File: src/rtl/d8fd_pkg.sv
// Shared types and constants for the D8 flow direction cell.
`default_nettype none
package d8fd_pkg;

	localparam int NUM_NBR = 8;

	// Direction codes
	localparam logic [3:0] DIR_EDGE = 4'd0;
	localparam logic [3:0] DIR_E    = 4'd1;
	localparam logic [3:0] DIR_S    = 4'd3;
	localparam logic [3:0] DIR_W    = 4'd5;
	localparam logic [3:0] DIR_N    = 4'd7;
	localparam logic [3:0] DIR_FLAT = 4'd9;

	// Lane indexes (position minus one)
	localparam int IDX_E  = 0;
	localparam int IDX_SE = 1;
	localparam int IDX_S  = 2;
	localparam int IDX_SW = 3;
	localparam int IDX_W  = 4;
	localparam int IDX_NW = 5;
	localparam int IDX_N  = 6;
	localparam int IDX_NE = 7;

	// Per-transaction control that travels alongside the lane data
	typedef struct packed {
		logic                  vld;
		logic                  on_edge;
		logic [NUM_NBR-1:0]    nvalid;
		logic                  method;
	} ctl_t;

endpackage
`default_nettype wire

File: src/rtl/d8fd_lane.sv
// One neighbor lane: height difference, then fixed-point scaling.
`default_nettype none
module d8fd_lane import d8fd_pkg::*; #(
	parameter int HEIGHT_BITS = 24,
	parameter int FRAC_BITS   = 16,
	parameter bit DIAG        = 1'b0
) (
	input  wire logic                                 clk,
	input  wire logic signed [HEIGHT_BITS-1:0]        center_height,
	input  wire logic signed [HEIGHT_BITS-1:0]        height,
	input  wire logic                                 method_s1,
	output logic signed [HEIGHT_BITS+FRAC_BITS+1:0]   drop_s2
);
	localparam int DW = HEIGHT_BITS + 1;
	localparam int PW = HEIGHT_BITS + FRAC_BITS + 2;
	// round(2^FRAC_BITS / 1.41), halves up
	localparam longint unsigned KL = ((64'd1 << FRAC_BITS) * 64'd200 + 64'd141) / 64'd282;
	localparam logic [FRAC_BITS:0] KU = KL[FRAC_BITS:0];

	logic signed [DW-1:0]        diff_s1;
	logic signed [FRAC_BITS:0]   k_c;
	logic signed [PW-1:0]        prod_c;
	logic signed [PW-1:0]        shift_c;

	always_ff @(posedge clk) begin
		diff_s1 <= DW'(center_height) - DW'(height);
	end

	assign k_c     = $signed(KU);
	assign prod_c  = PW'(diff_s1) * PW'(k_c);
	assign shift_c = PW'($signed({diff_s1, {FRAC_BITS{1'b0}}}));

	always_ff @(posedge clk) begin
		if (DIAG && !method_s1) begin
			drop_s2 <= prod_c;
		end else begin
			drop_s2 <= shift_c;
		end
	end

endmodule
`default_nettype wire

File: src/rtl/d8fd_merge.sv
// Merge stage: pairwise compares of the lane drops, then winner and tie rules.
`default_nettype none
module d8fd_merge import d8fd_pkg::*; #(
	parameter int DROP_BITS = 42
) (
	input  wire logic                              clk,
	input  wire logic                              arst_n,
	input  wire logic [NUM_NBR-1:0][DROP_BITS-1:0] drops_s2,
	input  wire ctl_t                              ctl_s2,
	output logic                                   done,
	output logic [3:0]                             direction
);
	logic [NUM_NBR-1:0][NUM_NBR-1:0] ge_s3;
	logic [NUM_NBR-1:0]              pos_s3;
	ctl_t                            ctl_s3;

	logic [NUM_NBR-1:0] tied_c;
	logic [2:0]         first_c;
	logic               win_pos_c;
	logic [3:0]         dir_c;

	// Stage 3: every ordered pair compared in parallel
	always_ff @(posedge clk) begin
		for (int i = 0; i < NUM_NBR; i++) begin
			pos_s3[i] <= $signed(drops_s2[i]) > $signed({DROP_BITS{1'b0}});
			for (int j = 0; j < NUM_NBR; j++) begin
				ge_s3[i][j] <= $signed(drops_s2[i]) >= $signed(drops_s2[j]);
			end
		end
	end

	always_ff @(posedge clk or negedge arst_n) begin
		if (!arst_n) begin
			ctl_s3 <= '0;
		end else begin
			ctl_s3 <= ctl_s2;
		end
	end

	// Stage 4: a lane is a winner if valid and not beaten by any valid lane
	always_comb begin
		for (int i = 0; i < NUM_NBR; i++) begin
			tied_c[i] = ctl_s3.nvalid[i] & (&(~ctl_s3.nvalid | ge_s3[i]));
		end
		first_c = '0;
		for (int i = NUM_NBR - 1; i >= 0; i--) begin
			if (tied_c[i]) begin
				first_c = 3'(i);
			end
		end
		win_pos_c = |(tied_c & pos_s3);

		if (ctl_s3.on_edge) begin
			dir_c = DIR_EDGE;
		end else if (!win_pos_c) begin
			dir_c = DIR_FLAT;
		end else if (tied_c[IDX_E] && tied_c[IDX_SE] && tied_c[IDX_NE]) begin
			dir_c = DIR_E;
		end else if (tied_c[IDX_SE] && tied_c[IDX_S] && tied_c[IDX_SW]) begin
			dir_c = DIR_S;
		end else if (tied_c[IDX_SW] && tied_c[IDX_W] && tied_c[IDX_NW]) begin
			dir_c = DIR_W;
		end else if (tied_c[IDX_NW] && tied_c[IDX_N] && tied_c[IDX_NE]) begin
			dir_c = DIR_N;
		end else begin
			dir_c = {1'b0, first_c} + 4'd1;
		end
	end

	always_ff @(posedge clk or negedge arst_n) begin
		if (!arst_n) begin
			done <= 1'b0;
		end else begin
			done <= ctl_s3.vld;
		end
	end

	always_ff @(posedge clk) begin
		direction <= dir_c;
	end

endmodule
`default_nettype wire

File: src/rtl/d8_flow_direction_cell.sv
// Top level of the D8 flow direction cell: eight lanes and a merge stage.
//
//  channel  | ports                                   | handshake
//  ---------+-----------------------------------------+------------------------------
//  window   | center_height, height_e..height_ne,     | start & !busy
//           | neighbour_valid, on_edge                |
//  result   | direction                               | done (one cycle, no stall)
//  config   | cfg_wdata (method)                      | cfg_we
//
// One window transaction is accepted every clock; busy is always low.
// The accepting edge loads the differences (s1), then scaling multiply (s2),
// pairwise compare (s3), and winner resolve into the output register with done.
// The multiply in each diagonal lane is the longest step of the pipe.
// Reset clears the method register (steepest slope) and the pipeline valid bits.
// The receiver cannot stall; every result is on the ports for exactly one cycle.
`default_nettype none
module d8_flow_direction_cell import d8fd_pkg::*; #(
	parameter int HEIGHT_BITS = 24,
	parameter int FRAC_BITS   = 16
) (
	input  wire logic                          clk,
	input  wire logic                          arst_n,
	input  wire logic                          start,
	output logic                               busy,
	input  wire logic signed [HEIGHT_BITS-1:0] center_height,
	input  wire logic signed [HEIGHT_BITS-1:0] height_e,
	input  wire logic signed [HEIGHT_BITS-1:0] height_se,
	input  wire logic signed [HEIGHT_BITS-1:0] height_s,
	input  wire logic signed [HEIGHT_BITS-1:0] height_sw,
	input  wire logic signed [HEIGHT_BITS-1:0] height_w,
	input  wire logic signed [HEIGHT_BITS-1:0] height_nw,
	input  wire logic signed [HEIGHT_BITS-1:0] height_n,
	input  wire logic signed [HEIGHT_BITS-1:0] height_ne,
	input  wire logic [NUM_NBR-1:0]            neighbour_valid,
	input  wire logic                          on_edge,
	input  wire logic                          cfg_we,
	input  wire logic                          cfg_wdata,
	output logic                               done,
	output logic [3:0]                         direction
);
	localparam int DROP_BITS = HEIGHT_BITS + FRAC_BITS + 2;

	logic                              method_q;
	ctl_t                              ctl_c;
	ctl_t                              ctl_s1;
	ctl_t                              ctl_s2;
	logic [NUM_NBR-1:0][HEIGHT_BITS-1:0] nbr_c;
	logic [NUM_NBR-1:0][DROP_BITS-1:0]   drops_s2;

	// fully pipelined, never refuses a window
	assign busy = 1'b0;

	// method: 0 steepest slope (diagonals scaled by 1/1.41), 1 plain difference
	always_ff @(posedge clk or negedge arst_n) begin
		if (!arst_n) begin
			method_q <= 1'b0;
		end else if (cfg_we) begin
			method_q <= cfg_wdata;
		end
	end

	assign nbr_c[IDX_E]  = height_e;
	assign nbr_c[IDX_SE] = height_se;
	assign nbr_c[IDX_S]  = height_s;
	assign nbr_c[IDX_SW] = height_sw;
	assign nbr_c[IDX_W]  = height_w;
	assign nbr_c[IDX_NW] = height_nw;
	assign nbr_c[IDX_N]  = height_n;
	assign nbr_c[IDX_NE] = height_ne;

	always_comb begin
		ctl_c.vld     = start & ~busy;
		ctl_c.on_edge = on_edge;
		ctl_c.nvalid  = neighbour_valid;
		ctl_c.method  = method_q;
	end

	// control rides alongside the lane pipeline
	always_ff @(posedge clk or negedge arst_n) begin
		if (!arst_n) begin
			ctl_s1 <= '0;
			ctl_s2 <= '0;
		end else begin
			ctl_s1 <= ctl_c;
			ctl_s2 <= ctl_s1;
		end
	end

	// odd lane indexes are the diagonals (SE, SW, NW, NE)
	for (genvar g = 0; g < NUM_NBR; g++) begin : g_lane
		d8fd_lane #(
			.HEIGHT_BITS (HEIGHT_BITS),
			.FRAC_BITS   (FRAC_BITS),
			.DIAG        ((g % 2) == 1)
		) u_lane (
			.clk           (clk),
			.center_height (center_height),
			.height        ($signed(nbr_c[g])),
			.method_s1     (ctl_s1.method),
			.drop_s2       (drops_s2[g])
		);
	end

	d8fd_merge #(
		.DROP_BITS (DROP_BITS)
	) u_merge (
		.clk       (clk),
		.arst_n    (arst_n),
		.drops_s2  (drops_s2),
		.ctl_s2    (ctl_s2),
		.done      (done),
		.direction (direction)
	);

endmodule
`default_nettype wire
File: config.mk
export PLATFORM = sky130hd
export DESIGN_NAME = d8_flow_direction_cell
export DESIGN_NICKNAME = d
export VERILOG_FILES = /design/src/rtl/d8fd_pkg.sv /design/src/rtl/d8fd_lane.sv /design/src/rtl/d8fd_merge.sv /design/src/rtl/d8_flow_direction_cell.sv
export SDC_FILE = /design/constraint.sdc
export NUM_CORES = 2
export LEC_CHECK = 0
export BUFFER_PORTS_ARGS = -buffer_cell sky130_fd_sc_hd__buf_2
export CAP_MARGIN = 20
export CORE_UTILIZATION = 36
export DETAILED_ROUTE_END_ITERATION = 10
export GPL_TIMING_DRIVEN = 0
export PLACE_DENSITY_LB_ADDON = 0.15
export SKIP_CTS_REPAIR_TIMING = 1
export SYNTH_ARGS = -nofsm -noshare
export SYNTH_HDL_FRONTEND = slang
export SYNTH_HIERARCHICAL = 1
export SYNTH_SLANG_ARGS = --single-unit
File: constraint.sdc
create_clock -name clk -period 8.5 [get_ports clk]
set_input_delay 0.425 -clock clk [delete_from_list [all_inputs] [get_ports clk]]
set_output_delay 0.425 -clock clk [all_outputs]
set_load 0.05 [all_outputs]
After elaboration in Yosys (flattened, before gate mapping)

Cells that the tools add are included.

Output and inout bits: 6
Input port bits: 230
Flip-flop bits (word level): 577
Logic and storage cells: 184

Magnitude comparators: 72
Reductions and logical operators: 19
Mux-type cells: 17
Bitwise logic cells: 19
Add/subtract/negate cells: 9
Multipliers: 4

Operator list:

| operator               | count |
|---|---|
| $ge 41x42->1           | 16 |
| $ge 42x41->1           | 16 |
| $ge 42x42->1           | 16 |
| $ge 41x41->1           | 16 |
| $sub 24x24->25         | 8 |
| $gt 42x1->1 const B    | 4 |
| $mul 25x17->42 const B | 4 |
| $mux 42                | 4 |
| $gt 41x1->1 const B    | 4 |
| $or 8x8->8             | 8 |
| $reduce_and 8->1       | 8 |
| $mux 3                 | 8 |
| $mux 4                 | 5 |
| $and 1x1->1            | 8 |
| $and 8x8->8            | 1 |
| $logic_and 1x1->1      | 8 |
| $not 8->8              | 1 |
| $reduce_or 8->1        | 1 |
| $add 3x1->4 const B    | 1 |
| $reduce_or 4->1        | 1 |
| $reduce_or 3->1        | 1 |
| $not 1->1              | 1 |

Depth between registers and ports, before layout

Depth in word-level cells: 18
Mapped depth: 23
Gate-level depth less buffers: 22

Cells and area by module

Netlist, hierarchy kept.

Modules (own cells, without submodules):

| module                            | times used | cells each | area an instance (µm²) | sequential area each (µm²) |
|---|---|---|---|---|
| d8fd_merge                        | 1          | 3684       | 30145.2                | 1636.6 |
| d8fd_lane at g_lane[3].u_lane     | 1          | 1310       | 12172.9                | 1341.3 |
| d8fd_lane at g_lane[7].u_lane     | 1          | 1318       | 12129.1                | 1341.3 |
| d8fd_lane at g_lane[5].u_lane     | 1          | 1272       | 11923.9                | 1341.3 |
| d8fd_lane at g_lane[1].u_lane     | 1          | 1274       | 11916.4                | 1341.3 |
| d8fd_lane at g_lane[0].u_lane ... | 4          | 267        | 2548.7                 | 1001.0 |
| d8_flow_direction_cell            | 1          | 26         | 601.8                  | 575.6 |

Worst setup path before layout

Ideal clock, no wire load.

Path type: reg2reg
Start: register g_lane[7].u_lane.diff_s1[24]
End: register g_lane[7].u_lane.drop_s2[40]
Cell stages (with the launch flop): 19
Library setup time: 0.134 ns
Path buffers: 0
Slack: 2.496 ns
Clock period less this slack: 6.004 ns
Data required time: 8.366 ns
Arrival: 5.870 ns
Cell sequence: dfxtp_1 -> ha_1 -> inv_1 -> ha_1 -> fa_1 -> fa_1 -> fa_1 -> inv_1 -> fa_1 -> inv_1 -> ha_1 -> a21oi_1 -> o21bai_1 -> nor3_1 -> and3_1 -> o41ai_1 -> a221oi_2 -> mux2i_1 -> or4_1

Cells in the longest elaborated chain, start to end: 2

RTL lines:

| element                | line            | source |
|---|---|---|
| from (decl)            | d8fd_lane.sv:20 | `logic signed [DW-1:0] diff_s1;` |
| from (signal assigned) | d8fd_lane.sv:26 | `diff_s1 <= DW'(center_height) - DW'(height);` |
| $mul 25x17->42         | d8fd_lane.sv:30 | `assign prod_c = PW'(diff_s1) * PW'(k_c);` |
| $mux 42 *              | d8fd_lane.sv:34 | `if (DIAG && !method_s1) begin` |
| to (signal assigned)   | d8fd_lane.sv:35 | `drop_s2 <= prod_c;` |
| to (signal assigned)   | d8fd_lane.sv:37 | `drop_s2 <= shift_c;` |
| to (decl)              | d8fd_lane.sv:12 | `output logic signed [HEIGHT_BITS+FRAC_BITS+1:0] drop_s2` |

Mark *: on every way between the ends. The rest lies on a longest branch, timed or not.
A chain may end at the register's enable or synchronous reset.

Final worst setup path

Start: register g_lane[3].u_lane.diff_s1[4]
End: register g_lane[3].u_lane.drop_s2[40]

Cells in the longest elaborated chain, start to end: 2

RTL lines:

| element                | line |
|---|---|
| from (decl)            | d8fd_lane.sv:20 |
| from (signal assigned) | d8fd_lane.sv:26 |
| $mul 25x17->42         | d8fd_lane.sv:30 |
| $mux 42                | d8fd_lane.sv:34 |
| to (signal assigned)   | d8fd_lane.sv:35 |
| to (signal assigned)   | d8fd_lane.sv:37 |
| to (decl)              | d8fd_lane.sv:12 |

Every way passes these cells.

==> run summary <==
outcome: finished, final reports clean
number of global-route vias before repair: 74300
FP Rows: 182
Clock Tree Buf Depth: 3
Starting Density: 36.2%
Worst slew margin: 16.3%
Die Span X: 499 µm
area delta synth->final: 9.47%
internal reg-to-reg setup slack: 1.26 ns
layout cells sized above 1: 6.35%
slew at the pin closest to its max-slew limit: 1.25 ns
via count: 75800
CP most frequent cell: fa_1
WL final: 367000 µm
initial antenna violation count: 38
I/O Pins: 236
CP Cell Sequence: ha_1 > fa_1 > fa_1 > fa_1 > fa_1 > inv_1 > fa_1 > inv_1 > ha_1 > clkbuf_1 > a21o_1 > a21oi_1 > nor4b_1 > a21oi_1 > o2111ai_1 > a211oi_1 > o311ai_0
Max Fclk: 0.138 GHz
Initial DRC Count: 7442
Setup crit end kind: register
Hold Path Origin: height_w[0]
Post-route DRC: 0
first-pass GRT wire length: 524000 µm
Core ar.: 0.246 mm²
largest net degree at the start of global routing: 34
final setup TNS: 0 ns
final setup fails: 0
FF-to-FF Start: g_lane[3].u_lane/diff_s1[4]
total CTS buffers: 71
FF-to-FF End: g_lane[3].u_lane/drop_s2[40]
min Tclk post-route: 7.24 ns
Max Clock Skew: 0.0580 ns
Crit-path slowest cell: o311ai_0
Worst path max stage delay: 0.91 ns
H-Tree Depth: 3
startpoint types: register
fill cell count: 24800
gp weighted congestion: 0.999
Arr. time, crit path: 7.76 ns
clk sinks: 569
Crit path required time: 9.02 ns
fin. max-slew vios: 0
Multi-input gate area: 0.0698 mm²
Final Cycle Share: 85.2%
Skew-Pair Late Insertion Delay: 0.74 ns
WL per Instance: 26.9 µm
Hold Crit Depth: 3
chip height: 499 µm
clock slew at reported path FFs: 0.06 ns
Hold Path End: g_lane[4].u_lane/diff_s1[0]
Final nets: 13500
Syn Inst Count: 9951
TritonRoute pass-1 iters: 9
remaining global-route overflow: 0
Hold Slack: 0.0203 ns
Tot GR Track Use: 29.1%
Reg area: 0.0116 mm²
vias per cell: 5.55
max-cap viol count: 0
Syn. warnings: 6
Synth Cell Area: 0.0891 mm²
Final Hold Fails: 0
Post-DRT Antenna Nets: 0
critical path type: register to register
RSZ-0062 raised after global routing: false
clk root buf: clkbuf_16
critical path peak fanout: 9
# port buffers: 234
CTS tree: built
Avg Synthesized Cell Area: 8.95 µm²
die area: 0.249 mm²
min-delay worst type: primary input to register
Final HPWL DP: 304000 µm
Register-to-Register Path Depth: 17
area by class of cell:
cell class / instances / area share (%)
plain buffers: 163 / 1.01
inverters: 1863 / 7.17
clock inverters: 46 / 0.525
multi-input cells: 7416 / 71.6
diodes: 16 / 0.0411
flip-flops and latches: 569 / 11.9
repair buffers: 284 / 1.70
well taps: 3220 / 4.13
clock buffers: 84 / 1.96
critical path, delay by kind of cell (launching register included):
kind / cells / cell delay [ns]
buf+inv: 3 / 0.31
simple gates: 1 / 0.44
flops: 1 / 0.86
compound gates: 6 / 2.19
fa+ha+maj: 7 / 3.22
worst max path at each step:
stage | from | cells after the start | end
finish | g_lane[3].u_lane/diff_s1[4] | 17 | g_lane[3].u_lane/drop_s2[40]
floorplan | g_lane[7].u_lane/diff_s1[24] | 18 | g_lane[7].u_lane/drop_s2[40]
CTS | g_lane[7].u_lane/diff_s1[6] | 21 | g_lane[7].u_lane/drop_s2[40]
global route | g_lane[3].u_lane/diff_s1[6] | 19 | g_lane[3].u_lane/drop_s2[40]
global placement | g_lane[7].u_lane/diff_s1[24] | 18 | g_lane[7].u_lane/drop_s2[40]
detailed placement | g_lane[7].u_lane/diff_s1[6] | 21 | g_lane[7].u_lane/drop_s2[40]
per-stage QoR:
step                cell area [µm²]  util (%)  worst slack (ns)  cells
CTS                           97200      39.5              1.41  13600
floorplan                     89300         -              2.50  10000
global placement              94500      38.4              1.41  13500
global route                  97500      39.6             0.998  13600
finish                        97500      39.6              1.26  13700
detailed placement            94800      38.5              1.43  13500
routing by layer:
layer | GRT usage [%] | share of wire (%) | vias up
li1 | - | - | 35300
met3 | 6.75 | 8.5 | 496
met1 | 43.0 | 48 | 37100
met2 | 41.2 | 40 | 2939
met4 | 8.90 | 3.3 | 18
met5 | 0.386 | 0.077 | -
cell usage in the layout (no fill, tap or decap), drive strengths merged, types with 144 or more instances in the layout:
| cell type | n |
|---|---|
| o21ai | 404 |
| nand3 | 144 |
| nor2 | 375 |
| nand4 | 284 |
| a21oi | 664 |
| clkbuf | 166 |
| a21o | 384 |
| fa | 780 |
| dfxtp | 536 |
| buf | 348 |
| nor3 | 146 |
| ha | 2121 |
| xnor2 | 181 |
| nand2 | 484 |
| inv | 1872 |
registers in the layout (all words and copies together) (netlist names):
name	count
g_lane.u_lane/drop_s2	268
u_merge/pos_s3	8
method_q	1
u_merge/done	1
ctl_s1	11
u_merge/ctl_s3	10
u_merge/direction	4
g_lane.u_lane/diff_s1	200
ctl_s2	10
u_merge/ge_s3	56
Power is not shown: default switching activity piles up to over one toggle a cycle in this logic, so the estimate is an artifact.
